==> config.mk <==
export PLATFORM = sky130hd
export DESIGN_NAME = preemptive_priority_scheduler
export DESIGN_NICKNAME = d
export VERILOG_FILES = /design/src/design/pps_pkg.sv /design/src/design/pps_ctrl.sv /design/src/design/pps_datapath.sv /design/src/design/preemptive_priority_scheduler.sv
export VERILOG_INCLUDE_DIRS = /design/src /design/src/design
export SDC_FILE = /design/constraint.sdc
export NUM_CORES = 1
export LEC_CHECK = 0
export ABC_CLOCK_PERIOD_IN_PS = 23800
export BUFFER_PORTS_ARGS = -buffer_cell sky130_fd_sc_hd__buf_2
export CAP_MARGIN = 10
export CORE_ASPECT_RATIO = 1.75
export CORE_MARGIN = 2
export CORE_UTILIZATION = 51
export CTS_BUF_LIST = sky130_fd_sc_hd__clkbuf_4 sky130_fd_sc_hd__clkbuf_8
export DETAILED_ROUTE_END_ITERATION = 10
export PLACE_DENSITY = 0.65
export SETUP_SLACK_MARGIN = 0.05
export SLEW_MARGIN = 20
export SYNTH_ARGS = -nofsm -noshare
export SYNTH_HDL_FRONTEND = slang
export SYNTH_SLANG_ARGS = --single-unit
==> constraint.sdc <==
create_clock -name aclk -period 23.8 [get_ports aclk]
set_input_delay 4.76 -clock aclk [delete_from_list [all_inputs] [get_ports aclk]]
set_output_delay 4.76 -clock aclk [all_outputs]
set_load 0.01 [all_outputs]
==> src/design/assert_macros.svh <==
// Assertion macros shared by the scheduler RTL.
`ifndef ASSERT_MACROS_SVH
`define ASSERT_MACROS_SVH

// Plain property checked on every clock edge outside reset.
`define PPS_ASSERT(label, prop, msg) \
    label: assert property (@(posedge aclk) disable iff (!aresetn) (prop)) \
        else $error(msg);

// Same-cycle implication.
`define PPS_ASSERT_IMPL(label, ante, cons, msg) \
    label: assert property (@(posedge aclk) disable iff (!aresetn) (ante) |-> (cons)) \
        else $error(msg);

// Next-cycle implication.
`define PPS_ASSERT_NEXT(label, ante, cons, msg) \
    label: assert property (@(posedge aclk) disable iff (!aresetn) (ante) |=> (cons)) \
        else $error(msg);

`endif

==> src/design/pps_pkg.sv <==
// Types and constants shared by the preemptive priority scheduler modules.
package pps_pkg;

    localparam int SLOT_W  = 4;
    localparam int TICK_W  = 16;
    localparam int BURST_W = 12;
    localparam int PRIO_W  = 8;
    localparam int SUM_W   = 20;
    localparam int DONE_W  = 5;
    localparam int CNT_W   = 5;

    localparam int IN_DATA_W  = 40;
    localparam int OUT_DATA_W = 96;
    localparam int OUT_USER_W = 2;

    localparam logic [TICK_W-1:0] TICK_MAX = '1;
    localparam logic [DONE_W-1:0] DONE_MAX = '1;
    localparam logic [SUM_W-1:0]  SUM_MAX  = '1;

    // Command kinds carried on s_tuser.
    localparam logic CMD_LOAD = 1'b0;
    localparam logic CMD_TICK = 1'b1;

    typedef struct packed {
        logic [TICK_W-1:0]  arrival;
        logic [BURST_W-1:0] burst;
        logic [BURST_W-1:0] remaining;
        logic [PRIO_W-1:0]  prio;
    } task_entry_t;

    typedef struct packed {
        logic load_wr;
        logic tick_start;
        logic scan_rd;
        logic figure;
        logic commit;
        logic emit;
    } pps_cmd_t;

    typedef struct packed {
        logic scan_last;
        logic out_free;
    } pps_status_t;

    typedef enum logic [2:0] {
        ST_IDLE,
        ST_SCAN,
        ST_DRAIN,
        ST_FIGURE,
        ST_COMMIT,
        ST_EMIT
    } pps_state_t;

endpackage

==> src/design/pps_ctrl.sv <==
// Sequencing state machine of the scheduler: load, slot scan, update and result.
`include "assert_macros.svh"

module pps_ctrl import pps_pkg::*; (
    input  logic        aclk,
    input  logic        aresetn,
    input  logic        s_tvalid,
    output logic        s_tready,
    input  logic        s_tuser,
    input  pps_status_t status_i,
    output pps_cmd_t    cmd_o
);

    pps_state_t state_reg;
    pps_state_t state_next;

    always_ff @(posedge aclk) begin
        if (!aresetn) begin
            state_reg <= ST_IDLE;
        end else begin
            state_reg <= state_next;
        end
    end

    always_comb begin
        state_next = state_reg;
        unique case (state_reg)
            ST_IDLE: begin
                if (s_tvalid && (s_tuser == CMD_TICK)) begin
                    state_next = ST_SCAN;
                end
            end
            ST_SCAN: begin
                if (status_i.scan_last) begin
                    state_next = ST_DRAIN;
                end
            end
            ST_DRAIN:  state_next = ST_FIGURE;
            ST_FIGURE: state_next = ST_COMMIT;
            ST_COMMIT: state_next = ST_EMIT;
            ST_EMIT: begin
                if (status_i.out_free) begin
                    state_next = ST_IDLE;
                end
            end
            default:   state_next = ST_IDLE;
        endcase
    end

    always_comb begin
        cmd_o    = '0;
        s_tready = 1'b0;
        unique case (state_reg)
            ST_IDLE: begin
                s_tready         = 1'b1;
                cmd_o.load_wr    = s_tvalid && (s_tuser == CMD_LOAD);
                cmd_o.tick_start = s_tvalid && (s_tuser == CMD_TICK);
            end
            ST_SCAN:   cmd_o.scan_rd = 1'b1;
            ST_DRAIN:  cmd_o = '0;
            ST_FIGURE: cmd_o.figure = 1'b1;
            ST_COMMIT: cmd_o.commit = 1'b1;
            ST_EMIT:   cmd_o.emit = status_i.out_free;
            default:   cmd_o = '0;
        endcase
    end

    `PPS_ASSERT(a_cmd_onehot, $onehot0({cmd_o.load_wr, cmd_o.tick_start, cmd_o.scan_rd, cmd_o.figure, cmd_o.commit, cmd_o.emit}), "more than one datapath command at once")
    `PPS_ASSERT_NEXT(a_tick_scans, cmd_o.tick_start, cmd_o.scan_rd, "tick word not followed by a slot scan")
    `PPS_ASSERT_NEXT(a_figure_commit, cmd_o.figure, cmd_o.commit, "update figures not committed")

endmodule

==> src/design/pps_datapath.sv <==
// Task memory, slot scan comparator, completion arithmetic and result register.
`include "assert_macros.svh"

module pps_datapath import pps_pkg::*; #(
    parameter int MAX_TASKS = 16
) (
    input  logic                  aclk,
    input  logic                  aresetn,
    input  logic                  cfg_valid,
    input  logic [CNT_W-1:0]      cfg_data,
    input  logic [IN_DATA_W-1:0]  s_tdata,
    input  pps_cmd_t              cmd_i,
    output pps_status_t           status_o,
    input  logic                  m_tready,
    output logic                  m_tvalid,
    output logic [OUT_DATA_W-1:0] m_tdata,
    output logic [OUT_USER_W-1:0] m_tuser
);

    localparam int IW = (MAX_TASKS > 1) ? $clog2(MAX_TASKS) : 1;
    localparam int CW = (IW + 1 > CNT_W) ? IW + 1 : CNT_W;
    localparam logic [CW-1:0] MAX_VAL = CW'(MAX_TASKS);
    localparam logic [IW-1:0] LAST_IDX = IW'(MAX_TASKS - 1);

    // Input word fields.
    logic [SLOT_W-1:0]  ld_slot;
    logic [TICK_W-1:0]  ld_arrival;
    logic [BURST_W-1:0] ld_burst;
    logic [PRIO_W-1:0]  ld_prio;

    assign ld_slot    = s_tdata[3:0];
    assign ld_arrival = s_tdata[19:4];
    assign ld_burst   = s_tdata[31:20];
    assign ld_prio    = s_tdata[39:32];

    task_entry_t mem [MAX_TASKS];
    task_entry_t rd_data_reg;

    logic [CNT_W-1:0]  task_count_reg;
    logic [IW-1:0]     scan_idx_reg;
    logic              rd_valid_reg;
    logic [IW-1:0]     rd_idx_reg;
    logic              found_reg;
    logic [IW-1:0]     best_idx_reg;
    task_entry_t       best_entry_reg;
    logic              fin_reg;
    logic [TICK_W-1:0] fin_t_reg;
    logic [TICK_W-1:0] tat_reg;
    logic [TICK_W-1:0] wt_reg;
    logic [TICK_W-1:0] tick_reg;
    logic [DONE_W-1:0] done_reg;
    logic [SUM_W-1:0]  wsum_reg;
    logic [SUM_W-1:0]  tsum_reg;
    logic              m_tvalid_reg;
    logic [OUT_DATA_W-1:0] m_tdata_reg;
    logic [OUT_USER_W-1:0] m_tuser_reg;

    logic [CW-1:0]     slot_ext;
    logic              load_ok;
    logic              wr_en;
    logic [IW-1:0]     wr_addr;
    task_entry_t       wr_data;
    logic              take;
    logic [TICK_W-1:0] fin_t_now;
    logic [SUM_W:0]    tsum_wide;
    logic [SUM_W-1:0]  tsum_next;
    logic [SUM_W:0]    wsum_wide;
    logic [SUM_W-1:0]  wsum_next;
    logic [CW-1:0]     n_val;
    logic              all_done;
    logic [CW-1:0]     best_ext;
    logic [SLOT_W-1:0] ran_slot;
    logic              out_free;

    // Loads and the write-back of the decremented burst share one port.
    assign slot_ext = CW'(ld_slot);
    assign load_ok  = slot_ext < MAX_VAL;
    assign wr_en    = (cmd_i.load_wr && load_ok) || (cmd_i.figure && found_reg);
    assign wr_addr  = cmd_i.figure ? best_idx_reg : slot_ext[IW-1:0];

    always_comb begin
        if (cmd_i.figure) begin
            wr_data           = best_entry_reg;
            wr_data.remaining = best_entry_reg.remaining - 1'b1;
        end else begin
            wr_data.arrival   = ld_arrival;
            wr_data.burst     = ld_burst;
            wr_data.remaining = ld_burst;
            wr_data.prio      = ld_prio;
        end
    end

    always_ff @(posedge aclk) begin
        if (wr_en) begin
            mem[wr_addr] <= wr_data;
        end
        if (cmd_i.scan_rd) begin
            rd_data_reg <= mem[scan_idx_reg];
        end
    end

    always_ff @(posedge aclk) begin
        if (!aresetn) begin
            task_count_reg <= CNT_W'(1);
        end else if (cfg_valid) begin
            task_count_reg <= cfg_data;
        end
    end

    // One slot is compared per cycle; strict less-than keeps the lowest slot on a tie.
    assign take = rd_valid_reg
               && (CW'(rd_idx_reg) < CW'(task_count_reg))
               && (rd_data_reg.arrival <= tick_reg)
               && (rd_data_reg.remaining != '0)
               && (!found_reg || (rd_data_reg.prio < best_entry_reg.prio));

    always_ff @(posedge aclk) begin
        if (!aresetn) begin
            scan_idx_reg <= '0;
            rd_valid_reg <= 1'b0;
            found_reg    <= 1'b0;
        end else begin
            rd_valid_reg <= cmd_i.scan_rd;
            if (cmd_i.tick_start) begin
                scan_idx_reg <= '0;
                found_reg    <= 1'b0;
            end else begin
                if (cmd_i.scan_rd) begin
                    scan_idx_reg <= scan_idx_reg + 1'b1;
                end
                if (take) begin
                    found_reg <= 1'b1;
                end
            end
        end
    end

    always_ff @(posedge aclk) begin
        if (cmd_i.scan_rd) begin
            rd_idx_reg <= scan_idx_reg;
        end
        if (take) begin
            best_entry_reg <= rd_data_reg;
            best_idx_reg   <= rd_idx_reg;
        end
    end

    assign fin_t_now = (tick_reg == TICK_MAX) ? tick_reg : tick_reg + 1'b1;

    // The chosen task has already arrived, so the turnaround never goes negative.
    always_ff @(posedge aclk) begin
        if (cmd_i.figure) begin
            fin_reg   <= found_reg && (best_entry_reg.remaining == BURST_W'(1));
            fin_t_reg <= fin_t_now;
            tat_reg   <= fin_t_now - best_entry_reg.arrival;
        end
        if (cmd_i.commit) begin
            if (tat_reg > TICK_W'(best_entry_reg.burst)) begin
                wt_reg <= tat_reg - TICK_W'(best_entry_reg.burst);
            end else begin
                wt_reg <= '0;
            end
        end
    end

    assign tsum_wide = {1'b0, tsum_reg} + (SUM_W + 1)'(tat_reg);
    assign tsum_next = tsum_wide[SUM_W] ? SUM_MAX : tsum_wide[SUM_W-1:0];
    assign wsum_wide = {1'b0, wsum_reg} + (SUM_W + 1)'(wt_reg);
    assign wsum_next = !fin_reg ? wsum_reg
                     : (wsum_wide[SUM_W] ? SUM_MAX : wsum_wide[SUM_W-1:0]);

    always_ff @(posedge aclk) begin
        if (!aresetn) begin
            tick_reg <= '0;
            done_reg <= '0;
            tsum_reg <= '0;
            wsum_reg <= '0;
        end else begin
            if (cmd_i.commit) begin
                tick_reg <= fin_t_now;
                if (fin_reg) begin
                    tsum_reg <= tsum_next;
                    if (done_reg != DONE_MAX) begin
                        done_reg <= done_reg + 1'b1;
                    end
                end
            end
            if (cmd_i.emit) begin
                wsum_reg <= wsum_next;
            end
        end
    end

    assign n_val    = (CW'(task_count_reg) < MAX_VAL) ? CW'(task_count_reg) : MAX_VAL;
    assign all_done = CW'(done_reg) >= n_val;
    assign best_ext = CW'(best_idx_reg);
    assign ran_slot = found_reg ? best_ext[SLOT_W-1:0] : '0;
    assign out_free = !m_tvalid_reg || m_tready;

    always_ff @(posedge aclk) begin
        if (!aresetn) begin
            m_tvalid_reg <= 1'b0;
        end else if (cmd_i.emit) begin
            m_tvalid_reg <= 1'b1;
        end else if (m_tready) begin
            m_tvalid_reg <= 1'b0;
        end
    end

    always_ff @(posedge aclk) begin
        if (cmd_i.emit) begin
            m_tdata_reg <= {3'b000, all_done, tsum_reg, wsum_next,
                            fin_reg ? tat_reg : '0,
                            fin_reg ? wt_reg : '0,
                            fin_reg ? fin_t_reg : '0,
                            ran_slot};
            m_tuser_reg <= {fin_reg, !found_reg};
        end
    end

    assign status_o.scan_last = scan_idx_reg == LAST_IDX;
    assign status_o.out_free  = out_free;
    assign m_tvalid = m_tvalid_reg;
    assign m_tdata  = m_tdata_reg;
    assign m_tuser  = m_tuser_reg;

    `PPS_ASSERT_IMPL(a_emit_free, cmd_i.emit, out_free, "result register overwritten while still held")
    `PPS_ASSERT_IMPL(a_best_live, cmd_i.figure && found_reg, best_entry_reg.remaining != '0, "chosen task has no burst left")
    `PPS_ASSERT_IMPL(a_valid_from_emit, m_tvalid_reg && !$past(m_tvalid_reg), $past(cmd_i.emit), "result appeared without an emit command")

endmodule

==> src/design/preemptive_priority_scheduler.sv <==
// A tick word runs the scan, drain, figure, commit and emit states, then gives one result;
// a load gives none. No word is taken until idle again; emit waits for a free result register.
// In idle one load word is taken per cycle; the scan reads one task-memory entry per cycle.
// Reset (aresetn, synchronous, active low) clears time, counts, sums and sets task_count to 1;
// task slots hold no defined value until loaded, and there is no clearing pass.
module preemptive_priority_scheduler import pps_pkg::*; #(
    parameter int MAX_TASKS = 16
) (
    input  logic                  aclk,
    input  logic                  aresetn,
    // Configuration: task_count.
    input  logic                  cfg_valid,
    output logic                  cfg_ready,
    input  logic [CNT_W-1:0]      cfg_data,
    input  logic                  s_tvalid,
    output logic                  s_tready,
    // slot, arrival_time, burst_length, task_priority
    input  logic [IN_DATA_W-1:0]  s_tdata,
    // cmd
    input  logic                  s_tuser,
    output logic                  m_tvalid,
    input  logic                  m_tready,
    // ran_slot, finish_time, waiting_time, turnaround_time, total_waiting,
    // total_turnaround, all_done, zero fill
    output logic [OUT_DATA_W-1:0] m_tdata,
    // idle, finished
    output logic [OUT_USER_W-1:0] m_tuser
);

    pps_cmd_t    cmd;
    pps_status_t status;

    assign cfg_ready = 1'b1;

    pps_ctrl u_ctrl (
        .aclk     (aclk),
        .aresetn  (aresetn),
        .s_tvalid (s_tvalid),
        .s_tready (s_tready),
        .s_tuser  (s_tuser),
        .status_i (status),
        .cmd_o    (cmd)
    );

    pps_datapath #(
        .MAX_TASKS (MAX_TASKS)
    ) u_datapath (
        .aclk      (aclk),
        .aresetn   (aresetn),
        .cfg_valid (cfg_valid),
        .cfg_data  (cfg_data),
        .s_tdata   (s_tdata),
        .cmd_i     (cmd),
        .status_o  (status),
        .m_tready  (m_tready),
        .m_tvalid  (m_tvalid),
        .m_tdata   (m_tdata),
        .m_tuser   (m_tuser)
    );

endmodule

==> run_results.csv <==
group,metric,value,unit
hold_path,hold_start,"u_datapath.rd_data_reg[24]$_DFFE_PP_",
setup_path,cp_top_family,"simple AND/OR/NAND/NOR gates",
power,p_sw_share,20.9,%
setup_path,cp.arrival,1930,ps
setup_path,crit_path_end_kind,"output pin",
cts,clock_path_buffers,3,
hold_path,hold_class,"flop to flop",
sta,slew_viol_final,0,
setup_path,cp.required,19040,ps
grt,grt_max_degree,73,
sta,finalCritPeriodShare,28.1,%
finish,multi_input_area,12000,µm²
setup_path,crit_path_cell_trace,"nor3_1 -> buf_2",
hold_path,hold_depth,0,
power,powerDensity,73.5,nW/µm²
placed_design,dp.cells,3753,
sta,worst_pin_slew,1150,ps
finish,fin_cells,4031,
drt,vias,23400,
grt,antenna_found_initial,1,
logic_synthesis,ys_warn_count,0,
cts,cts_setup_buffers,0,
setup_path,r2r-start,"u_datapath.tick_reg[0]$_SDFFE_PN0P_",
grt,track_usage,23.0,%
placed_design,port_buffers,147,
cts,hold_buffers,0,
logic_synthesis,synth-seq-area-share,71.8,%
setup_path,reg2regPathDepth,14,
floorplan,rows,143,
setup_path,path_buf_inv,1,
run_status,status,"finished, final reports clean",
cts,h-tree-depth,4,
cts,cts-root-buf,"clkbuf_8",
cts,path_clk_slew,70,ps
sta,finalHoldViolations,0,
logic_synthesis,synthCells,2484,
drt,dr.first_iter.drc_count,1927,
finish,largest_reg_flops,768,
setup_path,reg2reg_slack,18840,ps
power,power_frac_comb,3.5,%
logic_synthesis,syn_area,44600,µm²
hold_path,worstHoldEndpoint,"u_datapath.best_entry_reg[24]$_DFFE_PP_",
floorplan,die_area,89900,µm²
cts,cts_resized,0,
drt,routed-wl-met2,53700,µm
cts,cts.sinks,1092,
drt,wl_met1,37100,µm
logic_synthesis,synth-edff-count,1016,
drt,routed_via_density,5.81,
drt,top_layer,"met4",
grt,grt_pass1_wl,151000,µm
finish,syn2layout_area_growth,12.1,%
cts,clock_latency,810,ps
sta,max_clock_freq,150,MHz
placed_design,place_hpwl,61400,µm
finish,nets,2902,
drt,drt-total-wl,101000,µm
setup_path,crit_fanout,7,
flow_run,cap_violations,0,
setup_path,slowest_delay,500,ps
floorplan,die_x,228,µm
drt,wl_per_cell,25.0,µm
setup_path,worstReg2RegEnd,"u_datapath.tat_reg[14]$_DFFE_PP_",
logic_synthesis,synth_ff_type,"edfxtp_1",
sta,slew_headroom,22.8,%
floorplan,io_pins,152,
logic_synthesis,ys_types,72,
finish,nFillCells,6524,
sta,skew,30.3,ps
power,leakage,16.8,nW
sta,finalSetupViolCount,0,
sta,finalCriticalPeriod,6690,ps
grt,globalRouteOverflowTotal,0,
placed_design,gp_congestion,0.926,
sta,fin_setup_tns,0,ps
power,seq_power_share,57.6,%
drt,ant_nets,0,
drt,first_pass_iters,6,
grt,grt_pass1_vias,24800,
floorplan,fp.dieH,395,µm
power,p_sw,0.767,mW
logic_synthesis,synth_area_per_cell,18.0,µm²
floorplan,core,86800,µm²
power,p_clk_share,38.9,%
setup_path,path_class,"flop to output pin",
power,peakVddDrop,0.0482,mV
drt,wl_met3,4830,µm
logic_synthesis,synthArstFlopShare,0,%
finish,final-seq-area,32000,µm²
drt,drc,0,
setup_path,start_kind,"flop",
floorplan,start_util,51.4,%
finish,drive_above_1_share,25.9,%
sta,rsz0062_at_grt,"no",
cts,cts_inserted_buffers,149,
setup_path,slowest_stage,"nor3_1",
power,p_int,2.91,mW
logic_synthesis,ys_ff_latch,1092,
cts,cts_tree,"yes",
==> power by group through the flow <==
stage / Clock [mW] / Sequential [mW] / Combinational [mW]
floorplan: 0 / 2.15 / 0.0886
global placement: 0 / 2.16 / 0.125
finish: 1.43 / 2.12 / 0.128
CTS: 1.46 / 2.12 / 0.130
detailed placement: 0 / 2.16 / 0.129
global route: 1.53 / 2.12 / 0.140
==> Yosys cell counts (7+ instances only) <==
cell type | n | area share (%)
nor3_1 | 24 | 0.27
and2_1 | 59 | 0.83
nor2_1 | 123 | 1.0
mux2i_1 | 10 | 0.22
a21oi_1 | 86 | 0.97
or3_1 | 7 | 0.098
dfxtp_1 | 76 | 3.4
clkbuf_1 | 65 | 0.55
a21o_1 | 35 | 0.59
a211oi_1 | 12 | 0.20
a31oi_1 | 15 | 0.21
nand2_1 | 105 | 0.88
o21a_1 | 19 | 0.32
ha_1 | 96 | 2.7
nor3b_1 | 8 | 0.13
buf_2 | 25 | 0.28
xnor2_1 | 58 | 1.1
and3_1 | 18 | 0.25
o21ai_0 | 106 | 1.2
o211ai_1 | 7 | 0.12
nor4_1 | 8 | 0.11
nor2b_1 | 14 | 0.20
nand2b_1 | 10 | 0.14
edfxtp_1 | 1016 | 68
mux4_2 | 240 | 12
xor2_1 | 23 | 0.45
nand4_1 | 17 | 0.24
inv_1 | 78 | 0.66
nand3_1 | 22 | 0.25
==> stage by stage <==
step | instance area, µm² | power (mW) | hold WS [ps] | util (%) | setup slack [ps]
after floorplan | 44600 | 2.24 | 400 | - | 13160
after global placement | 47000 | 2.28 | 402 | 54.1 | 16490
after detailed placement | 47000 | 2.29 | 413 | 54.1 | 16460
after CTS | 49900 | 3.71 | 423 | 57.5 | 17060
after global routing | 50000 | 3.79 | 443 | 57.6 | 17010
final | 50000 | 3.67 | 423 | 57.6 | 17110
==> how the worst max path moves through the flow <==
stage / end / from / slack [ps] / cells after the start
detailed placement: u_datapath.mem[0][14]$_DFFE_PP_ / s_tuser / 16460 / 7
CTS: s_tready / u_ctrl.state_reg[0]$_SDFFE_PN0P_ / 17060 / 2
floorplan: u_datapath.best_entry_reg[0]$_DFFE_PP_ / u_datapath.tick_reg[15]$_SDFFE_PN0P_ / 13160 / 8
global route: s_tready / u_ctrl.state_reg[0]$_SDFFE_PN0P_ / 17010 / 2
finish: s_tready / u_ctrl.state_reg[0]$_SDFFE_PN0P_ / 17110 / 2
global placement: u_datapath.mem[0][13]$_DFFE_PP_ / s_tuser / 16490 / 7
==> layer usage <==
metal,up-vias,track usage (%)
met1,12000,27.2
met2,814,40.5
li1,10400,-
met5,-,0
met4,0,12.9
met3,224,2.88
==> placed cells by master, fill, tap and decap left out, types with 46 or more instances in the layout <==
cell type  count
nor2_1       107
a21oi_1       86
buf_4         66
dfxtp_1       72
nand2_1      105
o21ai_0       90
mux4_2       240
and2_1        58
xnor2_1       58
ha_1          96
clkbuf_8     159
buf_2        148
inv_1         77
clkbuf_4      46
edfxtp_1    1016
==> area by class of cell <==
class                   count  share of cell area, %
flip-flops and latches   1092                   64.1
clock inverters            66                  0.901
repair buffers            217                   2.52
diodes                      2                 0.0100
multi-input cells        1209                   23.9
inverters                  82                  0.623
well taps                1160                   2.90
clock buffers             203                   5.04
==> cells by family (layout without fill, tap and decap cells) <==
family	after synthesis	count (layout)	share of synthesized area [%]
xor+xnor	81	81	1.59
fa+ha+maj	100	100	2.87
buf+inv	185	568	1.71
flops	1092	1092	71.8
mux	250	250	12.3
other cells	2	6	0.0168
simple gates	435	435	4.86
compound gates	339	339	4.77
(Power assumes the default switching activity.)
